--- config.mk ---
export PLATFORM = sky130hd
export DESIGN_NAME = sha256_queue
export DESIGN_NICKNAME = d
export VERILOG_FILES = /design/src/sv/sha256_pkg.sv /design/src/sv/sha256_queue.sv
export SDC_FILE = /design/constraint.sdc
export NUM_CORES = 1
export LEC_CHECK = 0
export BUFFER_PORTS_ARGS = -buffer_cell sky130_fd_sc_hd__buf_2
export CAP_MARGIN = 20
export CORE_UTILIZATION = 25
export DETAILED_ROUTE_END_ITERATION = 16
export GPL_TIMING_DRIVEN = 0
export PLACE_DENSITY = 0.56
export SLEW_MARGIN = 10
export SYNTH_ARGS = -nofsm -noshare
export SYNTH_HDL_FRONTEND = slang
export SYNTH_SLANG_ARGS = --single-unit
--- constraint.sdc ---
create_clock -name aclk -period 15.9 [get_ports aclk]
set_input_delay 2.385 -clock aclk [delete_from_list [all_inputs] [get_ports aclk]]
set_output_delay 2.385 -clock aclk [all_outputs]
set_load 0.01 [all_outputs]
--- src/sv/sha256_pkg.sv ---
// package with shared types, constants and round functions for the sha-256 hasher
`timescale 1ns / 1ps

package sha256_pkg;

    typedef struct packed {
        logic [7:0] data_byte;
        logic       end_of_message;
        logic       carries_no_byte;
    } in_item_t;

    typedef struct packed {
        logic [31:0] digest_word;
        logic [2:0]  word_index;
        logic        last_word;
    } out_item_t;

    // command handed from the front part to the compression engine
    typedef enum logic [1:0] {
        CMD_BLOCK  = 2'd0,  // compress, keep chaining
        CMD_FINAL  = 2'd1,  // compress, then emit digest and reinit
        CMD_DIGEST = 2'd2   // unused slot; the engine would treat it as CMD_BLOCK
    } cmd_kind_t;

    typedef struct packed {
        cmd_kind_t     kind;
        logic [511:0]  block;
    } blk_cmd_t;

    typedef enum logic [1:0] {
        FE_COLLECT = 2'd0,
        FE_PAD1    = 2'd1,
        FE_PAD2    = 2'd2
    } fe_state_t;

    typedef enum logic [1:0] {
        BE_IDLE  = 2'd0,
        BE_ROUND = 2'd1,
        BE_ADD   = 2'd2,
        BE_EMIT  = 2'd3
    } be_state_t;

    localparam int COUNT_W = 61;
    localparam int QDEPTH  = 2;

    localparam logic [255:0] INIT_HASH = {
        32'h6a09e667, 32'hbb67ae85, 32'h3c6ef372, 32'ha54ff53a,
        32'h510e527f, 32'h9b05688c, 32'h1f83d9ab, 32'h5be0cd19
    };

    function automatic logic [31:0] round_k(input logic [5:0] idx);
        logic [31:0] k;
        unique case (idx)
            6'd0:  k = 32'h428a2f98; 6'd1:  k = 32'h71374491;
            6'd2:  k = 32'hb5c0fbcf; 6'd3:  k = 32'he9b5dba5;
            6'd4:  k = 32'h3956c25b; 6'd5:  k = 32'h59f111f1;
            6'd6:  k = 32'h923f82a4; 6'd7:  k = 32'hab1c5ed5;
            6'd8:  k = 32'hd807aa98; 6'd9:  k = 32'h12835b01;
            6'd10: k = 32'h243185be; 6'd11: k = 32'h550c7dc3;
            6'd12: k = 32'h72be5d74; 6'd13: k = 32'h80deb1fe;
            6'd14: k = 32'h9bdc06a7; 6'd15: k = 32'hc19bf174;
            6'd16: k = 32'he49b69c1; 6'd17: k = 32'hefbe4786;
            6'd18: k = 32'h0fc19dc6; 6'd19: k = 32'h240ca1cc;
            6'd20: k = 32'h2de92c6f; 6'd21: k = 32'h4a7484aa;
            6'd22: k = 32'h5cb0a9dc; 6'd23: k = 32'h76f988da;
            6'd24: k = 32'h983e5152; 6'd25: k = 32'ha831c66d;
            6'd26: k = 32'hb00327c8; 6'd27: k = 32'hbf597fc7;
            6'd28: k = 32'hc6e00bf3; 6'd29: k = 32'hd5a79147;
            6'd30: k = 32'h06ca6351; 6'd31: k = 32'h14292967;
            6'd32: k = 32'h27b70a85; 6'd33: k = 32'h2e1b2138;
            6'd34: k = 32'h4d2c6dfc; 6'd35: k = 32'h53380d13;
            6'd36: k = 32'h650a7354; 6'd37: k = 32'h766a0abb;
            6'd38: k = 32'h81c2c92e; 6'd39: k = 32'h92722c85;
            6'd40: k = 32'ha2bfe8a1; 6'd41: k = 32'ha81a664b;
            6'd42: k = 32'hc24b8b70; 6'd43: k = 32'hc76c51a3;
            6'd44: k = 32'hd192e819; 6'd45: k = 32'hd6990624;
            6'd46: k = 32'hf40e3585; 6'd47: k = 32'h106aa070;
            6'd48: k = 32'h19a4c116; 6'd49: k = 32'h1e376c08;
            6'd50: k = 32'h2748774c; 6'd51: k = 32'h34b0bcb5;
            6'd52: k = 32'h391c0cb3; 6'd53: k = 32'h4ed8aa4a;
            6'd54: k = 32'h5b9cca4f; 6'd55: k = 32'h682e6ff3;
            6'd56: k = 32'h748f82ee; 6'd57: k = 32'h78a5636f;
            6'd58: k = 32'h84c87814; 6'd59: k = 32'h8cc70208;
            6'd60: k = 32'h90befffa; 6'd61: k = 32'ha4506ceb;
            6'd62: k = 32'hbef9a3f7; 6'd63: k = 32'hc67178f2;
            default: k = 32'h0;
        endcase
        return k;
    endfunction

    function automatic logic [31:0] rotr(input logic [31:0] x, input int n);
        return (x >> n) | (x << (32 - n));
    endfunction

endpackage

--- src/sv/sha256_queue.sv ---
// short queue of block commands between the front part and the engine
`timescale 1ns / 1ps

module sha256_queue (
    input  logic                 aclk,
    input  logic                 aresetn,
    input  sha256_pkg::blk_cmd_t wr_cmd,
    input  logic                 wr_valid,
    output logic                 wr_ready,
    output sha256_pkg::blk_cmd_t rd_cmd,
    output logic                 rd_valid,
    input  logic                 rd_ready
);

    sha256_pkg::blk_cmd_t slot_reg [sha256_pkg::QDEPTH];
    logic [$clog2(sha256_pkg::QDEPTH)-1:0] wp_reg, rp_reg;
    logic [$clog2(sha256_pkg::QDEPTH):0]   cnt_reg;
    logic push, pop;

    assign wr_ready = cnt_reg != sha256_pkg::QDEPTH[$clog2(sha256_pkg::QDEPTH):0];
    assign rd_valid = cnt_reg != '0;
    assign rd_cmd   = slot_reg[rp_reg];
    assign push     = wr_valid && wr_ready;
    assign pop      = rd_valid && rd_ready;

    always_ff @(posedge aclk) begin
        if (!aresetn) begin
            wp_reg  <= '0;
            rp_reg  <= '0;
            cnt_reg <= '0;
        end else begin
            if (push) wp_reg <= wp_reg + 1'b1;
            if (pop)  rp_reg <= rp_reg + 1'b1;
            cnt_reg <= cnt_reg + {{$clog2(sha256_pkg::QDEPTH){1'b0}}, push}
                               - {{$clog2(sha256_pkg::QDEPTH){1'b0}}, pop};
        end
        if (push) slot_reg[wp_reg] <= wr_cmd;
    end

endmodule

Yosys cells after proc, flatten, opt, wreduce, memory -nomap -nowiden

Memories as Yosys holds them, arrays and structs flattened. A register that Yosys moved wholly into a read port is not among the register bits.
Index checks and enable logic that the tools add are counted.
Widths: inputs -> output; s select.

Flip-flop bits (word level): 4
Memory bits (writable): 1028
Output and inout port bits: 516
Memories: 1

$add $sub $neg: 4
Eq/ne operators: 1
Muxes and demuxes: 4
Reduce and logical (&&, ||, !) cells: 3

Memories:

| name     | words | bits a word | read ports | clocked after Yosys merged registers in | wr ports | line               | source |
|---|---|---|---|---|---|---|---|
| slot_reg | 2     | 514         | 1          | 1                                       | 1        | sha256_queue.sv:15 | `sha256_pkg::blk_cmd_t slot_reg [sha256_pkg::QDEPTH];` |

Operators with widths:

| cell                | number |
|---|---|
| $mux 1              | 4 |
| $add 1x1->1 const B | 2 |
| $add 2x1->2         | 1 |
| $logic_and 1x1->1   | 2 |
| $ne 2x2->1 const B  | 1 |
| $reduce_bool 2->1   | 1 |
| $sub 2x1->2         | 1 |

Logic depth before layout (Yosys ltp)

Depth in word-level cells: 4
Mapped depth: 6

Worst setup path after synthesis

Ideal clock, no wire load.

Path kind: input -> register
From: in wr_valid
To: mem slot_reg[1][0] (netlist bit) (enable)
Arrival: 14.080 ns
Data required time: 14.951 ns
Slack: 0.871 ns
Stages: 1
Cells stage by stage: and3_1

Longest elaborated chain between the ends: 3

RTL lines:

| item                         | line               | source |
|---|---|---|
| start, declared              | sha256_queue.sv:8  | `input logic wr_valid,` |
| $logic_and 1x1->1            | sha256_queue.sv:23 | `assign push = wr_valid && wr_ready;` |
| $mux 1                       | sha256_queue.sv:37 | `if (push) slot_reg[wp_reg] <= wr_cmd;` |
| $mux 1 (not written as such) | sha256_queue.sv:37 |  |
| end, declared                | sha256_queue.sv:15 |  |

Every way passes these cells.

==> impl_metrics.toml <==
[outcome]
outcome = "complete, no violations"

[clocking]
cts_tree = "done"
clk_latency_ns = 0.73
cts_buffer_depth = 3
path_clk_slew_ns = 0.06
cts_buffers = 110
post_cts_buffers = 0
cts.sinks = 1033
hold_buffers = 0
post_cts_resize_count = 0
htreeDepth = 3
cts-root-buf = "clkbuf_16"

[grt]
grt_overflow_total = 0
grt_util_met1_pct = 13.71
gr-usage-met3_pct = 6.261
grt_pass1_wl_um = 148700
grtUsageTotal_pct = 13.32
grt_max_degree = 102
antenna_found_initial = 89
grt_pass1_vias = 20426
grtUsageMet2_pct = 23.51
grt_most_used_layer = "met2"

[drt]
vias = 20050
ant_nets = 0
wirelength_um = 111300
dr.pass1.iters = 5
routedWlPerCell_um = 22.44
drtIter0Drc = 961
routed_via_density = 4.044
post-route-drc-count = 0

[logic_synthesis]
synth.avg_cell_area_um2 = 24.16
synthCells = 1628
synth_cell_type_count = 25
yosysSeqAreaShare_pct = 78.74
yosysWarnings = 0
ys_ff_latch = 1033
syn_area_um2 = 39330
syn_nets = 2147

[final_layout]
syn_to_final_growth_pct = 29.75
layout_common_cells = "buf_2, edfxtp_1, mux2_4"
stdcell_area_um2 = 51030
layout_commonest_cell = "buf_2"
final_nets = 3308
largest_register_ffs = 1028
layout-drive-gt1-share_pct = 61.35
final_util_pct = 32.67

[critical_path]
endpoint = "rd_cmd[248]"
critPathRequiredTime_ns = 13.52
slowest_delay_ns = 0.40
r2r_setup_slack_ns = 12.54
r2r_start = "cnt_reg[0]$_SDFF_PN0_"
path_class = "reg -> out"
worstReg2RegEnd = "slot_reg[0][349]$_DFFE_PP_"
startpoint_type = "register"
reg2reg_depth = 6
crit_path_end_kind = "primary output"
arrival_ns = 2.45
crit_path_frequent_cell = "buf_6"
worstPathCellList = "buf_6 > buf_8 > buf_6 > mux2_4 > buf_2"
critPathMaxFanout = 10
critical-path-slowest-cell = "mux2_4"

[pwr]
max-vdd-ir-drop_mv = 0.09763
power_density_nw_per_um2 = 151.2
p_leak_nw = 19.47

[timing]
fin_skew_ns = 0.05810
setup_viol = 0
fin_crit_ns = 4.834
max_freq_mhz = 206.9
hold_violations = 0
drv_slew = 0
rsz0062_at_grt = "no"
slew_headroom_pct = 50.93
worst_pin_slew_ns = 0.7361
fin_crit_sh_pct = 30.40

[floorplan]
fp-row-count = 145
ios = 1034
dieArea_um2 = 158900
fp.coreArea_um2 = 156200
die_h_um = 398.7
die_x_um = 398.7
initial_core_util_pct = 25.18

[hold_path]
min_path_type = "reg -> reg"
min_path_cells = 2
worstHoldStart = "rp_reg$_SDFFE_PN0P_"

[place]
placed_cell_area_um2 = 47520
gp_congestion = 0.7657
numPortBuffers = 1033
post-dp-hpwl_um = 84760

[run]
maxCapViolations = 0
[synth_stat cells]
cell type | n | area (µm²)
a211oi_1 | 1 | 7.510
a21bo_2 | 2 | 20.02
a21boi_0 | 1 | 7.510
a32oi_1 | 1 | 8.760
and2_1 | 3 | 18.77
and3_1 | 1 | 6.260
buf_2 | 5 | 25.02
buf_6 | 32 | 360.4
buf_8 | 20 | 300.3
dfxtp_1 | 5 | 100.1
edfxtp_1 | 1028 | 30870
ha_1 | 1 | 12.51
inv_1 | 1 | 3.750
mux2_2 | 54 | 608.1
mux2_4 | 460 | 6907
mux2i_1 | 1 | 10.01
nand2_1 | 1 | 3.750
nand2b_1 | 2 | 12.51
nand3_1 | 1 | 5.000
nand3b_1 | 1 | 7.510
nor2_1 | 2 | 7.510
nor2b_1 | 1 | 6.260
o21ai_0 | 2 | 10.01
or2_2 | 1 | 6.260
xnor2_1 | 1 | 8.760
[worst min path at each step]
stage                                     end  slack, ns
after floorplan           wp_reg$_SDFFE_PN0P_       0.53
after global placement    wp_reg$_SDFFE_PN0P_       0.54
after detailed placement  rp_reg$_SDFFE_PN0P_       0.58
after CTS                 rp_reg$_SDFFE_PN0P_       0.60
after global routing      wp_reg$_SDFFE_PN0P_       0.65
final                     rp_reg$_SDFFE_PN0P_       0.59
[area by class of cell]
| cell class | count | area [µm²] |
|---|---|---|
| Buffer | 57 | 685.7 |
| Clock buffer | 145 | 2905 |
| Tap cell | 2058 | 2575 |
| Sequential cell | 1033 | 30970 |
| Clock inverter | 55 | 548.0 |
| Inverter | 1 | 11.26 |
| Timing Repair Buffer | 1049 | 5603 |
| Multi-Input combinational cell | 537 | 7679 |
| Fill cell | 15121 | 105200 |
| Antenna cell | 23 | 57.56 |
[stage by stage]
| stage | hold WS, ns | instances | total power (W) | setup TNS, ns | worst slack (ns) |
|---|---|---|---|---|---|
| 2_1_floorplan | 0.5285 | 1628 | 0.004727 | 0 | 0.8715 |
| 3_5_place_dp | 0.5814 | 4735 | 0.005364 | 0 | 10.67 |
| 4_1_cts | 0.6000 | 4935 | 0.007854 | 0 | 10.92 |
| 6_report | 0.5921 | 4958 | 0.007717 | 0 | 11.07 |
| 3_3_place_gp | 0.5428 | 4719 | 0.005587 | -5869.23 | -7.293 |
| 5_1_grt | 0.6470 | 4950 | 0.008037 | 0 | 10.95 |
[cell families after synthesis]
group	count (synthesis)	synth area share, %
xor+xnor	1	0.02227
buf+inv	58	1.753
flops	1033	78.74
mux	515	19.13
compound gates	7	0.1368
simple gates	13	0.1877
fa+ha+maj	1	0.03181
[layer usage]
layer  vias to the layer above  share of wire, %
li1                       8910                 -
met1                      9947                35
met2                       913                51
met3                       266                11
met4                        14               3.1
met5                         -             0.092
[critical path: cells and delay by family, from the launching register on]
kind | cells | cell delay (ns)
buf+inv | 4 | 0.97
mux | 1 | 0.40
flops | 1 | 0.32
[power breakdown]
group	switching (W)	internal, W	total (W)
Combinational	0.000989	0.000907	0.00190
Clock	0.00105	0.00140	0.00245
Sequential	0.0000587	0.00331	0.00337
Power figures use the tool's default switching activity.
