`src/sv/sha256_pkg.sv`:
```
// package with shared types, constants and round functions for the sha-256 hasher
`timescale 1ns / 1ps

package sha256_pkg;

    typedef struct packed {
        logic [7:0] data_byte;
        logic       end_of_message;
        logic       carries_no_byte;
    } in_item_t;

    typedef struct packed {
        logic [31:0] digest_word;
        logic [2:0]  word_index;
        logic        last_word;
    } out_item_t;

    // command handed from the front part to the compression engine
    typedef enum logic [1:0] {
        CMD_BLOCK  = 2'd0,  // compress, keep chaining
        CMD_FINAL  = 2'd1,  // compress, then emit digest and reinit
        CMD_DIGEST = 2'd2   // unused slot; the engine would treat it as CMD_BLOCK
    } cmd_kind_t;

    typedef struct packed {
        cmd_kind_t     kind;
        logic [511:0]  block;
    } blk_cmd_t;

    typedef enum logic [1:0] {
        FE_COLLECT = 2'd0,
        FE_PAD1    = 2'd1,
        FE_PAD2    = 2'd2
    } fe_state_t;

    typedef enum logic [1:0] {
        BE_IDLE  = 2'd0,
        BE_ROUND = 2'd1,
        BE_ADD   = 2'd2,
        BE_EMIT  = 2'd3
    } be_state_t;

    localparam int COUNT_W = 61;
    localparam int QDEPTH  = 2;

    localparam logic [255:0] INIT_HASH = {
        32'h6a09e667, 32'hbb67ae85, 32'h3c6ef372, 32'ha54ff53a,
        32'h510e527f, 32'h9b05688c, 32'h1f83d9ab, 32'h5be0cd19
    };

    function automatic logic [31:0] round_k(input logic [5:0] idx);
        logic [31:0] k;
        unique case (idx)
            6'd0:  k = 32'h428a2f98; 6'd1:  k = 32'h71374491;
            6'd2:  k = 32'hb5c0fbcf; 6'd3:  k = 32'he9b5dba5;
            6'd4:  k = 32'h3956c25b; 6'd5:  k = 32'h59f111f1;
            6'd6:  k = 32'h923f82a4; 6'd7:  k = 32'hab1c5ed5;
            6'd8:  k = 32'hd807aa98; 6'd9:  k = 32'h12835b01;
            6'd10: k = 32'h243185be; 6'd11: k = 32'h550c7dc3;
            6'd12: k = 32'h72be5d74; 6'd13: k = 32'h80deb1fe;
            6'd14: k = 32'h9bdc06a7; 6'd15: k = 32'hc19bf174;
            6'd16: k = 32'he49b69c1; 6'd17: k = 32'hefbe4786;
            6'd18: k = 32'h0fc19dc6; 6'd19: k = 32'h240ca1cc;
            6'd20: k = 32'h2de92c6f; 6'd21: k = 32'h4a7484aa;
            6'd22: k = 32'h5cb0a9dc; 6'd23: k = 32'h76f988da;
            6'd24: k = 32'h983e5152; 6'd25: k = 32'ha831c66d;
            6'd26: k = 32'hb00327c8; 6'd27: k = 32'hbf597fc7;
            6'd28: k = 32'hc6e00bf3; 6'd29: k = 32'hd5a79147;
            6'd30: k = 32'h06ca6351; 6'd31: k = 32'h14292967;
            6'd32: k = 32'h27b70a85; 6'd33: k = 32'h2e1b2138;
            6'd34: k = 32'h4d2c6dfc; 6'd35: k = 32'h53380d13;
            6'd36: k = 32'h650a7354; 6'd37: k = 32'h766a0abb;
            6'd38: k = 32'h81c2c92e; 6'd39: k = 32'h92722c85;
            6'd40: k = 32'ha2bfe8a1; 6'd41: k = 32'ha81a664b;
            6'd42: k = 32'hc24b8b70; 6'd43: k = 32'hc76c51a3;
            6'd44: k = 32'hd192e819; 6'd45: k = 32'hd6990624;
            6'd46: k = 32'hf40e3585; 6'd47: k = 32'h106aa070;
            6'd48: k = 32'h19a4c116; 6'd49: k = 32'h1e376c08;
            6'd50: k = 32'h2748774c; 6'd51: k = 32'h34b0bcb5;
            6'd52: k = 32'h391c0cb3; 6'd53: k = 32'h4ed8aa4a;
            6'd54: k = 32'h5b9cca4f; 6'd55: k = 32'h682e6ff3;
            6'd56: k = 32'h748f82ee; 6'd57: k = 32'h78a5636f;
            6'd58: k = 32'h84c87814; 6'd59: k = 32'h8cc70208;
            6'd60: k = 32'h90befffa; 6'd61: k = 32'ha4506ceb;
            6'd62: k = 32'hbef9a3f7; 6'd63: k = 32'hc67178f2;
            default: k = 32'h0;
        endcase
        return k;
    endfunction

    function automatic logic [31:0] rotr(input logic [31:0] x, input int n);
        return (x >> n) | (x << (32 - n));
    endfunction

endpackage

```
`src/sv/sha256_engine.sv`:
```
// back part: 64-round compression, one round per cycle, and digest output
`timescale 1ns / 1ps

module sha256_engine (
    input  logic                  aclk,
    input  logic                  aresetn,
    input  sha256_pkg::blk_cmd_t  cmd,
    input  logic                  cmd_valid,
    output logic                  cmd_ready,
    output sha256_pkg::out_item_t m_item,
    output logic                  m_valid,
    input  logic                  m_ready
);

    sha256_pkg::be_state_t state_reg, state_next;
    logic [31:0] w_reg [16];
    logic [31:0] v_reg [8];
    logic [31:0] h_reg [8];
    logic [5:0]  rnd_reg;
    logic [2:0]  idx_reg;
    logic        final_reg;
    logic [31:0] w_new, t1, t2, e, a;
    logic        load;

    assign load = (state_reg == sha256_pkg::BE_IDLE) && cmd_valid;
    assign e = v_reg[4];
    assign a = v_reg[0];
    assign t1 = v_reg[7] + (sha256_pkg::rotr(e, 6) ^ sha256_pkg::rotr(e, 11)
              ^ sha256_pkg::rotr(e, 25)) + ((e & v_reg[5]) ^ (~e & v_reg[6]))
              + sha256_pkg::round_k(rnd_reg) + w_reg[0];
    assign t2 = (sha256_pkg::rotr(a, 2) ^ sha256_pkg::rotr(a, 13)
              ^ sha256_pkg::rotr(a, 22))
              + ((a & v_reg[1]) ^ (a & v_reg[2]) ^ (v_reg[1] & v_reg[2]));
    assign w_new = w_reg[0]
                 + (sha256_pkg::rotr(w_reg[1], 7) ^ sha256_pkg::rotr(w_reg[1], 18)
                    ^ (w_reg[1] >> 3))
                 + w_reg[9]
                 + (sha256_pkg::rotr(w_reg[14], 17) ^ sha256_pkg::rotr(w_reg[14], 19)
                    ^ (w_reg[14] >> 10));

    always_comb begin
        state_next = state_reg;
        unique case (state_reg)
            sha256_pkg::BE_IDLE:  if (cmd_valid) state_next = sha256_pkg::BE_ROUND;
            sha256_pkg::BE_ROUND: if (rnd_reg == 6'd63) state_next = sha256_pkg::BE_ADD;
            sha256_pkg::BE_ADD:   state_next = final_reg ? sha256_pkg::BE_EMIT
                                                         : sha256_pkg::BE_IDLE;
            sha256_pkg::BE_EMIT:  if (m_ready && idx_reg == 3'd7)
                                      state_next = sha256_pkg::BE_IDLE;
            default: state_next = sha256_pkg::BE_IDLE;
        endcase
    end

    always_comb begin
        cmd_ready          = state_reg == sha256_pkg::BE_IDLE;
        m_valid            = state_reg == sha256_pkg::BE_EMIT;
        m_item.digest_word = h_reg[idx_reg];
        m_item.word_index  = idx_reg;
        m_item.last_word   = idx_reg == 3'd7;
    end

    always_ff @(posedge aclk) begin
        if (!aresetn) begin
            state_reg <= sha256_pkg::BE_IDLE;
            rnd_reg   <= '0;
            idx_reg   <= '0;
            final_reg <= 1'b0;
            for (int i = 0; i < 8; i++) h_reg[i] <= sha256_pkg::INIT_HASH[255 - 32*i -: 32];
        end else begin
            state_reg <= state_next;
            unique case (state_reg)
                sha256_pkg::BE_IDLE: begin
                    rnd_reg   <= '0;
                    final_reg <= cmd.kind == sha256_pkg::CMD_FINAL;
                end
                sha256_pkg::BE_ROUND: rnd_reg <= rnd_reg + 1'b1;
                sha256_pkg::BE_ADD: begin
                    idx_reg <= '0;
                    for (int i = 0; i < 8; i++) h_reg[i] <= h_reg[i] + v_reg[i];
                end
                sha256_pkg::BE_EMIT: begin
                    if (m_ready) begin
                        idx_reg <= idx_reg + 1'b1;
                        if (idx_reg == 3'd7) begin
                            for (int i = 0; i < 8; i++)
                                h_reg[i] <= sha256_pkg::INIT_HASH[255 - 32*i -: 32];
                        end
                    end
                end
                default: ;
            endcase
        end
        if (load) begin
            for (int i = 0; i < 16; i++) w_reg[i] <= cmd.block[511 - 32*i -: 32];
            for (int i = 0; i < 8; i++)  v_reg[i] <= h_reg[i];
        end else if (state_reg == sha256_pkg::BE_ROUND) begin
            for (int i = 0; i < 15; i++) w_reg[i] <= w_reg[i+1];
            w_reg[15] <= w_new;
            v_reg[7] <= v_reg[6];
            v_reg[6] <= v_reg[5];
            v_reg[5] <= v_reg[4];
            v_reg[4] <= v_reg[3] + t1;
            v_reg[3] <= v_reg[2];
            v_reg[2] <= v_reg[1];
            v_reg[1] <= v_reg[0];
            v_reg[0] <= t1 + t2;
        end
    end

endmodule

```
`config.mk`:
```
export PLATFORM = sky130hd
export DESIGN_NAME = sha256_engine
export DESIGN_NICKNAME = d
export VERILOG_FILES = /design/src/sv/sha256_pkg.sv /design/src/sv/sha256_engine.sv
export SDC_FILE = /design/constraint.sdc
export NUM_CORES = 2
export LEC_CHECK = 0
export BUFFER_PORTS_ARGS = -buffer_cell sky130_fd_sc_hd__buf_2
export CAP_MARGIN = 0
export CORE_MARGIN = 5
export CORE_UTILIZATION = 54
export CTS_BUF_LIST = sky130_fd_sc_hd__clkbuf_8
export DETAILED_ROUTE_END_ITERATION = 7
export PLACE_DENSITY = 0.76
export SYNTH_ARGS = -nofsm -noshare
export SYNTH_HDL_FRONTEND = slang
export SYNTH_SLANG_ARGS = --single-unit
```
`constraint.sdc`:
```
create_clock -name aclk -period 18.3 [get_ports aclk]
set_input_delay 0.915 -clock aclk [delete_from_list [all_inputs] [get_ports aclk]]
set_output_delay 0.915 -clock aclk [all_outputs]
set_load 0.02 [all_outputs]
```
[After elaboration in Yosys (flattened, before gate mapping)]
Memories as Yosys holds them, arrays and structs flattened. A register that Yosys moved wholly into a read port is not among the register bits.
Index checks and enable logic that the tools add are counted.
Word-level totals
  register bits: 12
  RAM bits: 1024
  ROM bits: 2048
  output and inout port bits: 38
  memories kept: 4
Operators by class
  add/sub/neg operators: 20
  eq/ne operators: 10
  multiplexer cells: 66
  bitwise logic cells: 67
  reductions and logical operators: 7
Memory list
  (no name shown): words 64, width 32, rd ports 1, clocked after Yosys merged registers in 1, wr ports 0, line sha256_pkg.sv:53  | unique case (idx)
  w_reg: words 16, width 32, rd ports 16, clocked after Yosys merged registers in 0, wr ports 16, line sha256_engine.sv:16  | logic [31:0] w_reg [16];
  h_reg: words 8, width 32, rd ports 9, clocked after Yosys merged registers in 1, wr ports 8, line sha256_engine.sv:18  | logic [31:0] h_reg [8];
  v_reg: words 8, width 32, rd ports 8, clocked after Yosys merged registers in 0, wr ports 8, line sha256_engine.sv:17  | logic [31:0] v_reg [8];
Operator list (number)
  $mux W32: 40
  $add A32 B32 Y32: 18
  $xor A32 B32 Y32: 9
  $and A32 B32 Y32: 5
  $or A1 B1 Y1: 40
  $not A32 Y32: 1
  $or A10 B32 Y32: 1
  $or A13 B32 Y32: 1
  $or A14 B32 Y32: 1
  $or A15 B32 Y32: 1
  $or A19 B32 Y32: 1
  $or A21 B32 Y32: 1
  $or A25 B32 Y32: 1
  $or A26 B32 Y32: 1
  $or A30 B32 Y32: 1
  $or A7 B32 Y32: 1
  $xor A32 B22 Y32: 1
  $xor A32 B29 Y32: 1
  $mux W1: 14
  $mux W6: 2
  $pmux W6 S2: 1
  $mux W3: 3
  $mux W2: 4
  $pmux W2 S4: 1
  14 further kinds: 20

[Logic depth before layout (Yosys ltp)]
  word-level depth: 9
  mapped depth: 33
  mapped depth without buffers: 32

[Worst setup path before layout]
OpenSTA, ideal clock, no wires.
  path kind: reg-to-reg
  start: register state_reg[1]
  end: memory v_reg[0][0], enable pin
  library setup time: 5315 ps
  data arrival time: 13996 ps
  data required time: 12985 ps
  path slack: -1011 ps
  cell stages (with the launch flop): 8
  cell sequence: dfxtp_1 > clkbuf_1 > or2_2 > inv_1 > nand2_1 > clkbuf_1 > clkbuf_1 > nand2_1
RTL lines
  from (decl): line sha256_engine.sv:15  | sha256_pkg::be_state_t state_reg, state_next;
  from (signal assigned): line sha256_engine.sv:64  | state_reg <= sha256_pkg::BE_IDLE;
  from (signal assigned): line sha256_engine.sv:70  | state_reg <= state_next;
  to (decl): line sha256_engine.sv:17

==> reports/metrics.cfg <==
[clock_tree]
cts_made_buffers = 186
cts_tree = done
clockRootBuffer = clkbuf_8
cts.path.max_buffers = 3
htreeDepth = 4
clkLatencyLatePin_ps = 960
postCtsSetupBuffers = 0
cts_sinks = 1071
cts_resized = 0
postCtsHoldBufs = 0
clk_pin_slew_ps = 70

[yosys]
synth-edff-count = 896
synth_top_area_cell = edfxtp_1
synth_area_leaders = edfxtp_1 (37%), nand2_1 (13%), ha_1 (6.8%)
ys_async_sr_fraction_pct = 0
synth_ff_type = edfxtp_1
ys_types = 91
yosysWarnings = 0
yosysMostFrequentCell = nand2_1
synth_area_um2 = 72200
synth_top_cell_area_share_pct = 37.3
seq_area_frac_synth_pct = 42.1
syn_nets = 8991
syn_area_per_cell_um2 = 9.15
syn_inst = 7887
ys_ff_latch = 1071
yosys-top-cells-count = nand2_1 (2506), edfxtp_1 (896), a21oi_1 (410)

[sta]
tightestPinTransition_ps = 1200
fin_crit_sh_pct = 44.9
hold_viol = 0
finClkSkew_ps = 70.6
max_freq_mhz = 122
grt_setup_unrepaired = no
finalMaxSlewViolations = 0
hold_ws_ps = 213
setup_viol = 0
relSlewSlack_pct = 19.7
layout_min_cycle_time_ps = 8220
tns_ps = 0
setup_slack_ps = 10080

[global_route]
grt.overflow.total = 0
grt_usage_pct = 36.5
grt_pass1_wl_um = 386000
grt_max_degree = 199
antenna_found_initial = 30
grt_pass1_vias = 60300

[detailed_routing]
vias = 62800
wl_per_cell_um = 25.9
totalWireLength_um = 266000
drt-pass1-iter-count = 6
antenna_left = 0
viasPerCell = 6.13
drt_iter0_markers = 7564
drc = 0

[worst_setup_path]
cp_slowest_cell = edfxtp_1
worstSetupPathType = register to register
cp-end-kind = register
cp_max_fo = 6
cp.arrival_ps = 8880
critPathLaunchType = register
max_stage_delay_ps = 600
cp.required_ps = 18960

[die]
dieWidth_um = 376
core_area_um2 = 133000
io_pins = 556
start_util_pct = 54.2
die_y_um = 376
fp.dieArea_um2 = 141000
rows = 134

[place]
gp_congestion = 1.01
port_buffers = 555
place.detailed.hpwl_um = 200000
post-place-ws_ps = 10260

[final_layout]
drive_above_1_share_pct = 12.5
fin_nets = 9401
area_delta_synth_final_pct = 10.9
largest_register_ffs = 512

[min_path]
min_path_type = input port to register

[run_status]
status = complete, no violations

[run]
max-cap-violations = 0

==> cell usage in the layout (no fill, tap or decap), drive strengths merged, types with 65 or more instances in the layout <==
cell type,instances
dfxtp,175
fa,195
o211ai,82
a21o,183
edfxtp,896
nor2,312
o21ai,368
clkbuf,201
xor2,172
xnor2,369
nand2,2506
clkinv,65
nand3,112
a21oi,411
nor3,91
ha,391
inv,395
buf,616
==> final cells by class <==
cell class                      count  area, um2
Antenna cell                       26       65.1
Clock buffer                      201       2770
Clock inverter                    143        922
Fill cell                       11600      53100
Inverter                          324       1220
Multi-Input combinational cell   6098      39100
Sequential cell                  1071      30400
Tap cell                         1768       2210
Timing Repair Buffer              616       3290
==> through the flow <==
| step | std cells | utilization, % | area [um2] |
|---|---|---|---|
| detailed placement | 9877 | 57.3 | 76300 |
| floorplan | 7887 | - | 72200 |
| global placement | 9877 | 57.3 | 76300 |
| finish | 10200 | 60.1 | 80000 |
| CTS | 10200 | 60.1 | 80000 |
| global route | 10200 | 60.1 | 80000 |
==> cell families after synthesis <==
kind of cell	count (synthesis)	share of synthesized area [%]
flip-flops	1071	42.1
AO/OA/AOI/OAI	1501	13.2
AND/OR/NAND/NOR	3322	18.8
adder cells (fa/ha/maj)	590	12.2
buffers and inverters	718	3.78
multiplexers	143	3.20
XOR/XNOR	542	6.59
==> per-layer routing <==
layer,part of all wire [%],global-route usage [%]
met1,38,46.3
met2,45,56.6
met3,11,9.35
met4,7.1,21.3
met5,0.048,0
==> final timing paths <==
kind | startpoint | end | slack [ps] | depth (start not counted)
worst max-delay path | v_reg[0][154] | v_reg[0][29] | 10080 | 31
worst min-delay path | cmd[40] | w_reg[0][456] | 210 | 3
worst max register to register | v_reg[0][154] | v_reg[0][29] | 10080 | 31
worst min register to register | final_reg | final_reg | 470 | 2
==> critical path, delay by kind of cell, from the launching register on <==
kind	cells	cell delay, ps
compound gates	13	2720
xor+xnor	4	960
fa+ha+maj	7	2910
buf+inv	5	350
flops	1	600
simple gates	2	400
Power is not shown: default switching activity piles up to over one toggle a cycle in this logic, so the estimate is an artifact.
