===== src/sv/sha256_pkg.sv =====
// package with shared types, constants and round functions for the sha-256 hasher
`timescale 1ns / 1ps

package sha256_pkg;

    typedef struct packed {
        logic [7:0] data_byte;
        logic       end_of_message;
        logic       carries_no_byte;
    } in_item_t;

    typedef struct packed {
        logic [31:0] digest_word;
        logic [2:0]  word_index;
        logic        last_word;
    } out_item_t;

    // command handed from the front part to the compression engine
    typedef enum logic [1:0] {
        CMD_BLOCK  = 2'd0,  // compress, keep chaining
        CMD_FINAL  = 2'd1,  // compress, then emit digest and reinit
        CMD_DIGEST = 2'd2   // unused slot; the engine would treat it as CMD_BLOCK
    } cmd_kind_t;

    typedef struct packed {
        cmd_kind_t     kind;
        logic [511:0]  block;
    } blk_cmd_t;

    typedef enum logic [1:0] {
        FE_COLLECT = 2'd0,
        FE_PAD1    = 2'd1,
        FE_PAD2    = 2'd2
    } fe_state_t;

    typedef enum logic [1:0] {
        BE_IDLE  = 2'd0,
        BE_ROUND = 2'd1,
        BE_ADD   = 2'd2,
        BE_EMIT  = 2'd3
    } be_state_t;

    localparam int COUNT_W = 61;
    localparam int QDEPTH  = 2;

    localparam logic [255:0] INIT_HASH = {
        32'h6a09e667, 32'hbb67ae85, 32'h3c6ef372, 32'ha54ff53a,
        32'h510e527f, 32'h9b05688c, 32'h1f83d9ab, 32'h5be0cd19
    };

    function automatic logic [31:0] round_k(input logic [5:0] idx);
        logic [31:0] k;
        unique case (idx)
            6'd0:  k = 32'h428a2f98; 6'd1:  k = 32'h71374491;
            6'd2:  k = 32'hb5c0fbcf; 6'd3:  k = 32'he9b5dba5;
            6'd4:  k = 32'h3956c25b; 6'd5:  k = 32'h59f111f1;
            6'd6:  k = 32'h923f82a4; 6'd7:  k = 32'hab1c5ed5;
            6'd8:  k = 32'hd807aa98; 6'd9:  k = 32'h12835b01;
            6'd10: k = 32'h243185be; 6'd11: k = 32'h550c7dc3;
            6'd12: k = 32'h72be5d74; 6'd13: k = 32'h80deb1fe;
            6'd14: k = 32'h9bdc06a7; 6'd15: k = 32'hc19bf174;
            6'd16: k = 32'he49b69c1; 6'd17: k = 32'hefbe4786;
            6'd18: k = 32'h0fc19dc6; 6'd19: k = 32'h240ca1cc;
            6'd20: k = 32'h2de92c6f; 6'd21: k = 32'h4a7484aa;
            6'd22: k = 32'h5cb0a9dc; 6'd23: k = 32'h76f988da;
            6'd24: k = 32'h983e5152; 6'd25: k = 32'ha831c66d;
            6'd26: k = 32'hb00327c8; 6'd27: k = 32'hbf597fc7;
            6'd28: k = 32'hc6e00bf3; 6'd29: k = 32'hd5a79147;
            6'd30: k = 32'h06ca6351; 6'd31: k = 32'h14292967;
            6'd32: k = 32'h27b70a85; 6'd33: k = 32'h2e1b2138;
            6'd34: k = 32'h4d2c6dfc; 6'd35: k = 32'h53380d13;
            6'd36: k = 32'h650a7354; 6'd37: k = 32'h766a0abb;
            6'd38: k = 32'h81c2c92e; 6'd39: k = 32'h92722c85;
            6'd40: k = 32'ha2bfe8a1; 6'd41: k = 32'ha81a664b;
            6'd42: k = 32'hc24b8b70; 6'd43: k = 32'hc76c51a3;
            6'd44: k = 32'hd192e819; 6'd45: k = 32'hd6990624;
            6'd46: k = 32'hf40e3585; 6'd47: k = 32'h106aa070;
            6'd48: k = 32'h19a4c116; 6'd49: k = 32'h1e376c08;
            6'd50: k = 32'h2748774c; 6'd51: k = 32'h34b0bcb5;
            6'd52: k = 32'h391c0cb3; 6'd53: k = 32'h4ed8aa4a;
            6'd54: k = 32'h5b9cca4f; 6'd55: k = 32'h682e6ff3;
            6'd56: k = 32'h748f82ee; 6'd57: k = 32'h78a5636f;
            6'd58: k = 32'h84c87814; 6'd59: k = 32'h8cc70208;
            6'd60: k = 32'h90befffa; 6'd61: k = 32'ha4506ceb;
            6'd62: k = 32'hbef9a3f7; 6'd63: k = 32'hc67178f2;
            default: k = 32'h0;
        endcase
        return k;
    endfunction

    function automatic logic [31:0] rotr(input logic [31:0] x, input int n);
        return (x >> n) | (x << (32 - n));
    endfunction

endpackage


===== src/sv/sha256_front.sv =====
// front part: packs bytes into blocks, counts length and builds padding blocks
`timescale 1ns / 1ps

module sha256_front (
    input  logic                 aclk,
    input  logic                 aresetn,
    input  sha256_pkg::in_item_t s_item,
    input  logic                 s_valid,
    output logic                 s_ready,
    output sha256_pkg::blk_cmd_t cmd,
    output logic                 cmd_valid,
    input  logic                 cmd_ready
);

    sha256_pkg::fe_state_t state_reg, state_next;
    logic [511:0]                 buf_reg, buf_next;
    logic [sha256_pkg::COUNT_W-1:0] count_reg, count_next;
    logic [63:0]                  bits;
    logic [5:0]                   pos;
    logic [5:0]                   new_pos;
    logic                         take;
    logic                         has_byte;
    logic [511:0]                 byte_buf;
    logic [511:0]                 pad_buf;
    logic [sha256_pkg::COUNT_W-1:0] cnt_after;

    assign take     = s_valid && s_ready;
    assign has_byte = !s_item.carries_no_byte;
    assign pos      = count_reg[5:0];
    assign cnt_after = has_byte ? count_reg + 1'b1 : count_reg;
    assign new_pos  = cnt_after[5:0];
    assign bits     = {count_reg[60:0], 3'b000};

    // buffer with the incoming byte inserted at its position
    always_comb begin
        byte_buf = buf_reg;
        byte_buf[511 - {pos, 3'b000} -: 8] = s_item.data_byte;
    end

    // buffer with 0x80 and zeros from the current position on
    always_comb begin
        pad_buf = buf_reg;
        for (int i = 0; i < 64; i++) begin
            if (i[5:0] == pos) begin
                pad_buf[511 - 8*i -: 8] = 8'h80;
            end else if (i[5:0] > pos) begin
                pad_buf[511 - 8*i -: 8] = 8'h00;
            end
        end
    end

    always_comb begin
        state_next = state_reg;
        unique case (state_reg)
            sha256_pkg::FE_COLLECT: begin
                if (take && s_item.end_of_message && !(has_byte && new_pos == 6'd0)) begin
                    state_next = sha256_pkg::FE_PAD1;
                end else if (take && s_item.end_of_message) begin
                    state_next = sha256_pkg::FE_PAD1;
                end
            end
            sha256_pkg::FE_PAD1: begin
                if (cmd_ready) begin
                    state_next = (pos >= 6'd56) ? sha256_pkg::FE_PAD2
                                                : sha256_pkg::FE_COLLECT;
                end
            end
            sha256_pkg::FE_PAD2: begin
                if (cmd_ready) begin
                    state_next = sha256_pkg::FE_COLLECT;
                end
            end
            default: state_next = sha256_pkg::FE_COLLECT;
        endcase
    end

    always_comb begin
        s_ready    = 1'b0;
        cmd_valid  = 1'b0;
        cmd.kind   = sha256_pkg::CMD_BLOCK;
        cmd.block  = byte_buf;
        buf_next   = buf_reg;
        count_next = count_reg;
        unique case (state_reg)
            sha256_pkg::FE_COLLECT: begin
                // a byte that fills the block needs the queue
                s_ready   = !(has_byte && pos == 6'd63) || cmd_ready;
                cmd_valid = s_valid && has_byte && pos == 6'd63;
                if (take) begin
                    count_next = cnt_after;
                    if (has_byte) begin
                        buf_next = byte_buf;
                    end
                end
            end
            sha256_pkg::FE_PAD1: begin
                cmd_valid = 1'b1;
                if (pos >= 6'd56) begin
                    cmd.block = pad_buf;
                    cmd.kind  = sha256_pkg::CMD_BLOCK;
                end else begin
                    cmd.block = {pad_buf[511:64], bits};
                    cmd.kind  = sha256_pkg::CMD_FINAL;
                end
                if (cmd_ready && pos < 6'd56) begin
                    count_next = '0;
                end
            end
            sha256_pkg::FE_PAD2: begin
                cmd_valid = 1'b1;
                cmd.block = {448'd0, bits};
                cmd.kind  = sha256_pkg::CMD_FINAL;
                if (cmd_ready) begin
                    count_next = '0;
                end
            end
            default: ;
        endcase
    end

    always_ff @(posedge aclk) begin
        if (!aresetn) begin
            state_reg <= sha256_pkg::FE_COLLECT;
            count_reg <= '0;
        end else begin
            state_reg <= state_next;
            count_reg <= count_next;
        end
        buf_reg <= buf_next;
    end

endmodule


===== config.mk =====
export PLATFORM = sky130hd
export DESIGN_NAME = sha256_front
export DESIGN_NICKNAME = d
export VERILOG_FILES = /design/src/sv/sha256_pkg.sv /design/src/sv/sha256_front.sv
export SDC_FILE = /design/constraint.sdc
export NUM_CORES = 2
export LEC_CHECK = 0
export ABC_AREA = 1
export BUFFER_PORTS_ARGS = -buffer_cell sky130_fd_sc_hd__buf_4
export CAP_MARGIN = 20
export CORE_MARGIN = 3
export CORE_UTILIZATION = 45
export CTS_BUF_LIST = sky130_fd_sc_hd__clkbuf_8
export CTS_CLUSTER_DIAMETER = 40
export CTS_CLUSTER_SIZE = 30
export DETAILED_ROUTE_END_ITERATION = 16
export PLACE_DENSITY = 0.66
export SLEW_MARGIN = 20
export SYNTH_ARGS = -nofsm -noshare
export SYNTH_HDL_FRONTEND = slang
export SYNTH_SLANG_ARGS = --single-unit

===== constraint.sdc =====
create_clock -name aclk -period 25.5 [get_ports aclk]
set_clock_uncertainty 0.2 [all_clocks]
set_input_delay 0 -clock aclk [delete_from_list [all_inputs] [get_ports aclk]]
set_output_delay 0 -clock aclk [all_outputs]
set_load 0.02 [all_outputs]

== Word-level counts from Yosys, hierarchy flattened ==
Cells that the tools add are included.

* Input bits: 14
* Output and inout port bits: 516
* Flip-flop bits (word level): 575

* Multiplexer cells: 144
* Reduce and logical (&&, ||, !) cells: 21
* Shifts and indexed selects: 2
* Eq/ne operators: 72
* Bitwise logic cells: 1
* Magnitude comparators: 66
* Add/subtract/negate cells: 3

{| class="wikitable"
|+ Operators by type and width
! cell !! count
|-
| $pmux 513 s2 || 1
|-
| $mux 8 || 128
|-
| $shift 8x34->519 const A || 1
|-
| $shiftx 8x34->519 || 1
|-
| $mux 513 || 1
|-
| $bwmux 512 || 1
|-
| $mux 61 || 4
|-
| $eq 6x6->1 const A || 32
|-
| $gt 6x6->1 const A || 32
|-
| $pmux 61 s3 || 1
|-
| $eq 5x6->1 const A || 16
|-
| $gt 5x6->1 const A || 16
|-
| $add 61x1->61 const B || 1
|-
| $eq 4x6->1 const A || 8
|-
| $gt 4x6->1 const A || 8
|-
| $neg 32->34 || 1
|-
| $eq 3x6->1 const A || 4
|-
| $gt 3x6->1 const A || 4
|-
| $eq 2x6->1 const A || 2
|-
| $gt 1x6->1 const A || 2
|-
| $gt 2x6->1 const A || 2
|-
| $logic_not 6->1 || 2
|-
| $mux 2 || 5
|-
| $ne 2x2->1 const B || 5
|-
| 21 further kinds || 31
|}

== Logic depth before layout (Yosys ltp) ==
* Depth in word-level cells: 10
* Mapped depth: 14
* Mapped depth without buffers: 12

== Worst setup path after synthesis ==
OpenSTA, ideal clock, no wires.

* Path type: reg-to-reg
* Start point: register count_reg[1] (netlist name)
* End point: register buf_reg[0], enable pin
* Stages on the path, launching flop included: 8
* Setup time: 0.859 ns
* Path slack: 13.462 ns
* Required time: 24.441 ns
* Arrival: 10.979 ns
* Buffers on the path: 1
* Cells stage by stage: dfxtp_1 ha_1 buf_2 nand3_2 nor2_8 nand3_2 nand3_2 inv_1

* Longest elaborated chain between the ends: 7

{| class="wikitable"
|+ RTL lines
! item !! RTL line !! source
|-
| from (decl) || sha256_front.sv:17 || <nowiki>logic [sha256_pkg::COUNT_W-1:0] count_reg, count_next;</nowiki>
|-
| from (signal assigned) || sha256_front.sv:127 || <nowiki>count_reg <= count_next;</nowiki>
|-
| $eq 6x6->1 || sha256_front.sv:87 || <nowiki>s_ready = !(has_byte && pos == 6'd63) || cmd_ready;</nowiki>
|-
| $logic_and 1x1->1 || sha256_front.sv:87 ||
|-
| $logic_not 1->1 || sha256_front.sv:87 ||
|-
| $logic_or 1x1->1 || sha256_front.sv:87 ||
|-
| $mux 1 || sha256_front.sv:84 || <nowiki>unique case (state_reg)</nowiki>
|-
| $logic_and 1x1->1 || sha256_front.sv:27 || <nowiki>assign take = s_valid && s_ready;</nowiki>
|-
| $reduce_and 3->1 (no line) || -- ||
|-
| to (signal assigned) || sha256_front.sv:129 || <nowiki>buf_reg <= buf_next;</nowiki>
|-
| to (decl) || sha256_front.sv:16 || <nowiki>logic [511:0] buf_reg, buf_next;</nowiki>
|}

No other way between the ends.
A chain may end at the register's enable or synchronous reset.

== Worst setup path after layout ==
* Start point: register count_reg[1] (netlist name)
* End point: register count_reg[3] (netlist name)

* Longest elaborated chain between the ends: 8
* Elaborated cells between the ends (all ways): 15

{| class="wikitable"
|+ RTL lines
! item
|-
| branches (longest 8 deep; another with $add 61x1->61)
|}

Several ways; the timed one is not identified. The select of a mux whose other input is x is not followed.

==> results.py <==
metrics = {
    "clock_network": {
        "h-tree-depth": 3,
        "numCtsBuffers": 111,
        "clockBufferDepth": 3,
        "clkTransAtPathRegs_ns": 0.07,
        "insertion_delay_ns": 0.75,
        "cts_tree": "yes",
        "cts_sinks": 575,
        "cts_root_buf": "clkbuf_8",
        "cts_setup_buffers": 0,
    },
    "synthesis": {
        "ys_ff_latch": 575,
        "ys_warn_count": 0,
        "ys_seq_area_share_pct": 48.9,
        "syn_avg_cell_area_sq_um": 7.89,
        "synth_top_area_share_pct": 45.2,
        "synth-edff-count": 512,
        "synth_area_leaders": "edfxtp_1 (45%), nand2_1 (13%), o21ai_0 (8.5%)",
        "synthArstFlopShare_pct": 0,
        "synthCells": 4307,
        "yosysUniqueCellTypes": 56,
        "synth_ff_type": "edfxtp_1",
        "post-synth-top-area-cell": "edfxtp_1",
        "syn-num-nets": 4331,
        "synthesis.area_sq_um": 34000,
    },
    "sta": {
        "maxSlewViolCount": 0,
        "rsz0062_at_grt": "false",
        "tightest_slew_ns": 1.16,
        "hold_viol": 0,
        "fin_crit_sh_pct": 21.1,
        "fmax_mhz": 186,
        "finalSetupTns_ns": 0,
        "period_needed_ns": 5.39,
        "setup_viol_count_final": 0,
        "slew_headroom_pct": 22.4,
    },
    "global_route": {
        "grt_max_degree": 188,
        "antenna_found_initial": 12,
        "first_global_vias": 31318,
        "grt_pass1_wl_microns": 204000,
        "grt-ovfl-total": 0,
        "grt.total_usage_pct": 34.6,
    },
    "final_layout": {
        "utilization_pct": 55.2,
        "final_nets": 4808,
        "fillers": 7067,
        "area_delta_synth_final_pct": 21.3,
        "postLayoutCellArea_sq_um": 41300,
        "largest_reg_flops": 512,
        "final_layout_size_suffix_gt1_share_pct": 18.3,
    },
    "worst_hold_path": {
        "worstHoldPathType": "in -> reg",
    },
    "routing": {
        "vias_per_cell": 5.89,
        "drt_wl_total_microns": 142000,
        "initialDrtViolationCount": 4580,
        "vias": 34495,
        "wire_per_inst_microns": 24.3,
        "drc_errors": 0,
        "dr.pass1.iters": 6,
        "ant_nets": 0,
    },
    "worst_setup_path": {
        "path_class": "reg -> reg",
        "cp_data_arrival_time_ns": 5.83,
        "worst_path_most_repeated_cell": "dlygate4sd3_1",
        "end_kind": "register",
        "critPathMaxFanout": 24,
        "cpPeakStageDelay_ns": 0.93,
        "startpoint_type": "register",
        "path_cells": "ha_1 > nand3_2 > nor2_8 > nand3_2 > nand2_1 > dlygate4sd3_1 > nand2_1 > nand2_1 > dlygate4sd3_1 > inv_1 > nand4_1 > dlygate4sd3_1 > a21oi_1 > dlygate4sd3_1",
        "crit_required_ns": 25.94,
        "slowest_stage": "dfxtp_1",
    },
    "die": {
        "ios": 530,
        "rows": 100,
        "chipHeight_microns": 281,
        "die_area_sq_um": 78900,
        "die_w_microns": 281,
        "initial_utilization_pct": 45.5,
        "placeableCoreArea_sq_um": 74700,
    },
    "placed_design": {
        "place_area_sq_um": 38400,
        "place_congestion": 0.969,
        "hpwl_microns": 102000,
        "port_buffers": 528,
    },
    "flow_run": {
        "cap_violations": 0,
    },
    "power": {
        "power.density_nw_per_um2": 130,
        "ir_worst_vdd_uv": 110,
        "leakagePower_nw": 17.0,
    },
    "status": {
        "status": "finished, final reports clean",
    },
}
## stage by stage
step | setup slack (ns) | hold WS, ns | power (W) | instances
final | 20.11 | 0.0774 | 0.00537 | 5852
after global routing | 19.95 | 0.0629 | 0.00557 | 5851
after CTS | 20.31 | 0.0282 | 0.00534 | 5848
after detailed placement | 20.80 | 0.206 | 0.00424 | 5619
after global placement | 20.85 | 0.203 | 0.00422 | 5618
after floorplan | 13.46 | 0.0201 | 0.00301 | 4307
## cell type report
type / count / area [sq um] / share of cell area (%)
sequential: 575 / 16600 / 40.3
multi-input combinational: 3050 / 14600 / 35.4
timing repair buffer: 577 / 4410 / 10.7
inverter: 469 / 1780 / 4.33
clock buffer: 114 / 1570 / 3.80
tap: 969 / 1210 / 2.94
clock inverter: 94 / 1030 / 2.50
antenna: 4 / 10.0 / 0.0243
## layer usage
layer	vias up	global-route usage (%)	share of wire (%)
li1	15653	-	-
met1	16372	46.5	39
met2	2095	54.2	45
met3	363	6.66	10
met4	12	16.2	5.3
met5	-	0	0.054
## power breakdown
part	switching (W)	internal [W]
clock	0.000482	0.000617
combinational	0.00205	0.000935
sequential	0.0000591	0.00123
total	0.00259	0.00278
## cells in the mapped netlist, drive strengths merged, types with 24 or more instances
library cell and count:
edfxtp 512, o211ai 26, nand4 24, nand3 119
nor2 491, inv 464, buf 121, a22o 52
clkbuf 92, o31ai 32, o21ai 731, a21oi 165
nand2 1222, a32o 66, o221ai 27, dfxtp 63
## cells in the final DEF, fill, tap and decap left out, drive strengths merged, types with 66 or more instances in the layout
cell type  instances
nand2           1222
buf              556
a32o              66
nor2             491
o21ai            731
inv              488
a21oi            165
edfxtp           512
nand3            119
clkbuf           114
## logic make-up (layout without fill, tap and decap cells)
| kind of cell | after synthesis | after routing | share of synthesized area (%) |
|---|---|---|---|
| DFF | 575 | 575 | 48.9 |
| and+or+nand+nor | 1882 | 1882 | 22.4 |
| adders and majority gates | 10 | 10 | 0.368 |
| AOI/OAI and AO/OA | 1153 | 1153 | 19.9 |
| other | 1 | 5 | 0.0110 |
| buffers and inverters | 682 | 1254 | 8.21 |
| xor gates and xnor gates | 4 | 4 | 0.103 |
## repair_timing
action / CTS / global route
hold endpoints to repair: 228 / 0
gates resized for setup: 0 / 0
hold buffers: 21 / 0
## critical path, delay by kind of cell (launching register included)
family / cells / cell delay [ns]
AO/OA/AOI/OAI: 1 / 0.07
AND/OR/NAND/NOR: 7 / 1.03
flip-flops: 1 / 0.93
buffers and inverters: 5 / 2.45
adder cells (fa/ha/maj): 1 / 0.60
## final timing paths
| kind | startpoint | endpoint | slack, ns | cells past startpoint |
|---|---|---|---|---|
| worst max register to register | count_reg[1]$_SDFFE_PN0P_ | count_reg[3]$_SDFFE_PN0P_ | 20.11 | 14 |
| worst min-delay path | aresetn | count_reg[25]$_SDFFE_PN0P_ | 0.08 | 4 |
| worst min register to register | count_reg[8]$_SDFFE_PN0P_ | count_reg[8]$_SDFFE_PN0P_ | 0.32 | 2 |
| worst max-delay path | count_reg[1]$_SDFFE_PN0P_ | count_reg[3]$_SDFFE_PN0P_ | 20.11 | 14 |
No activity file was read; power rests on OpenSTA's default activity.
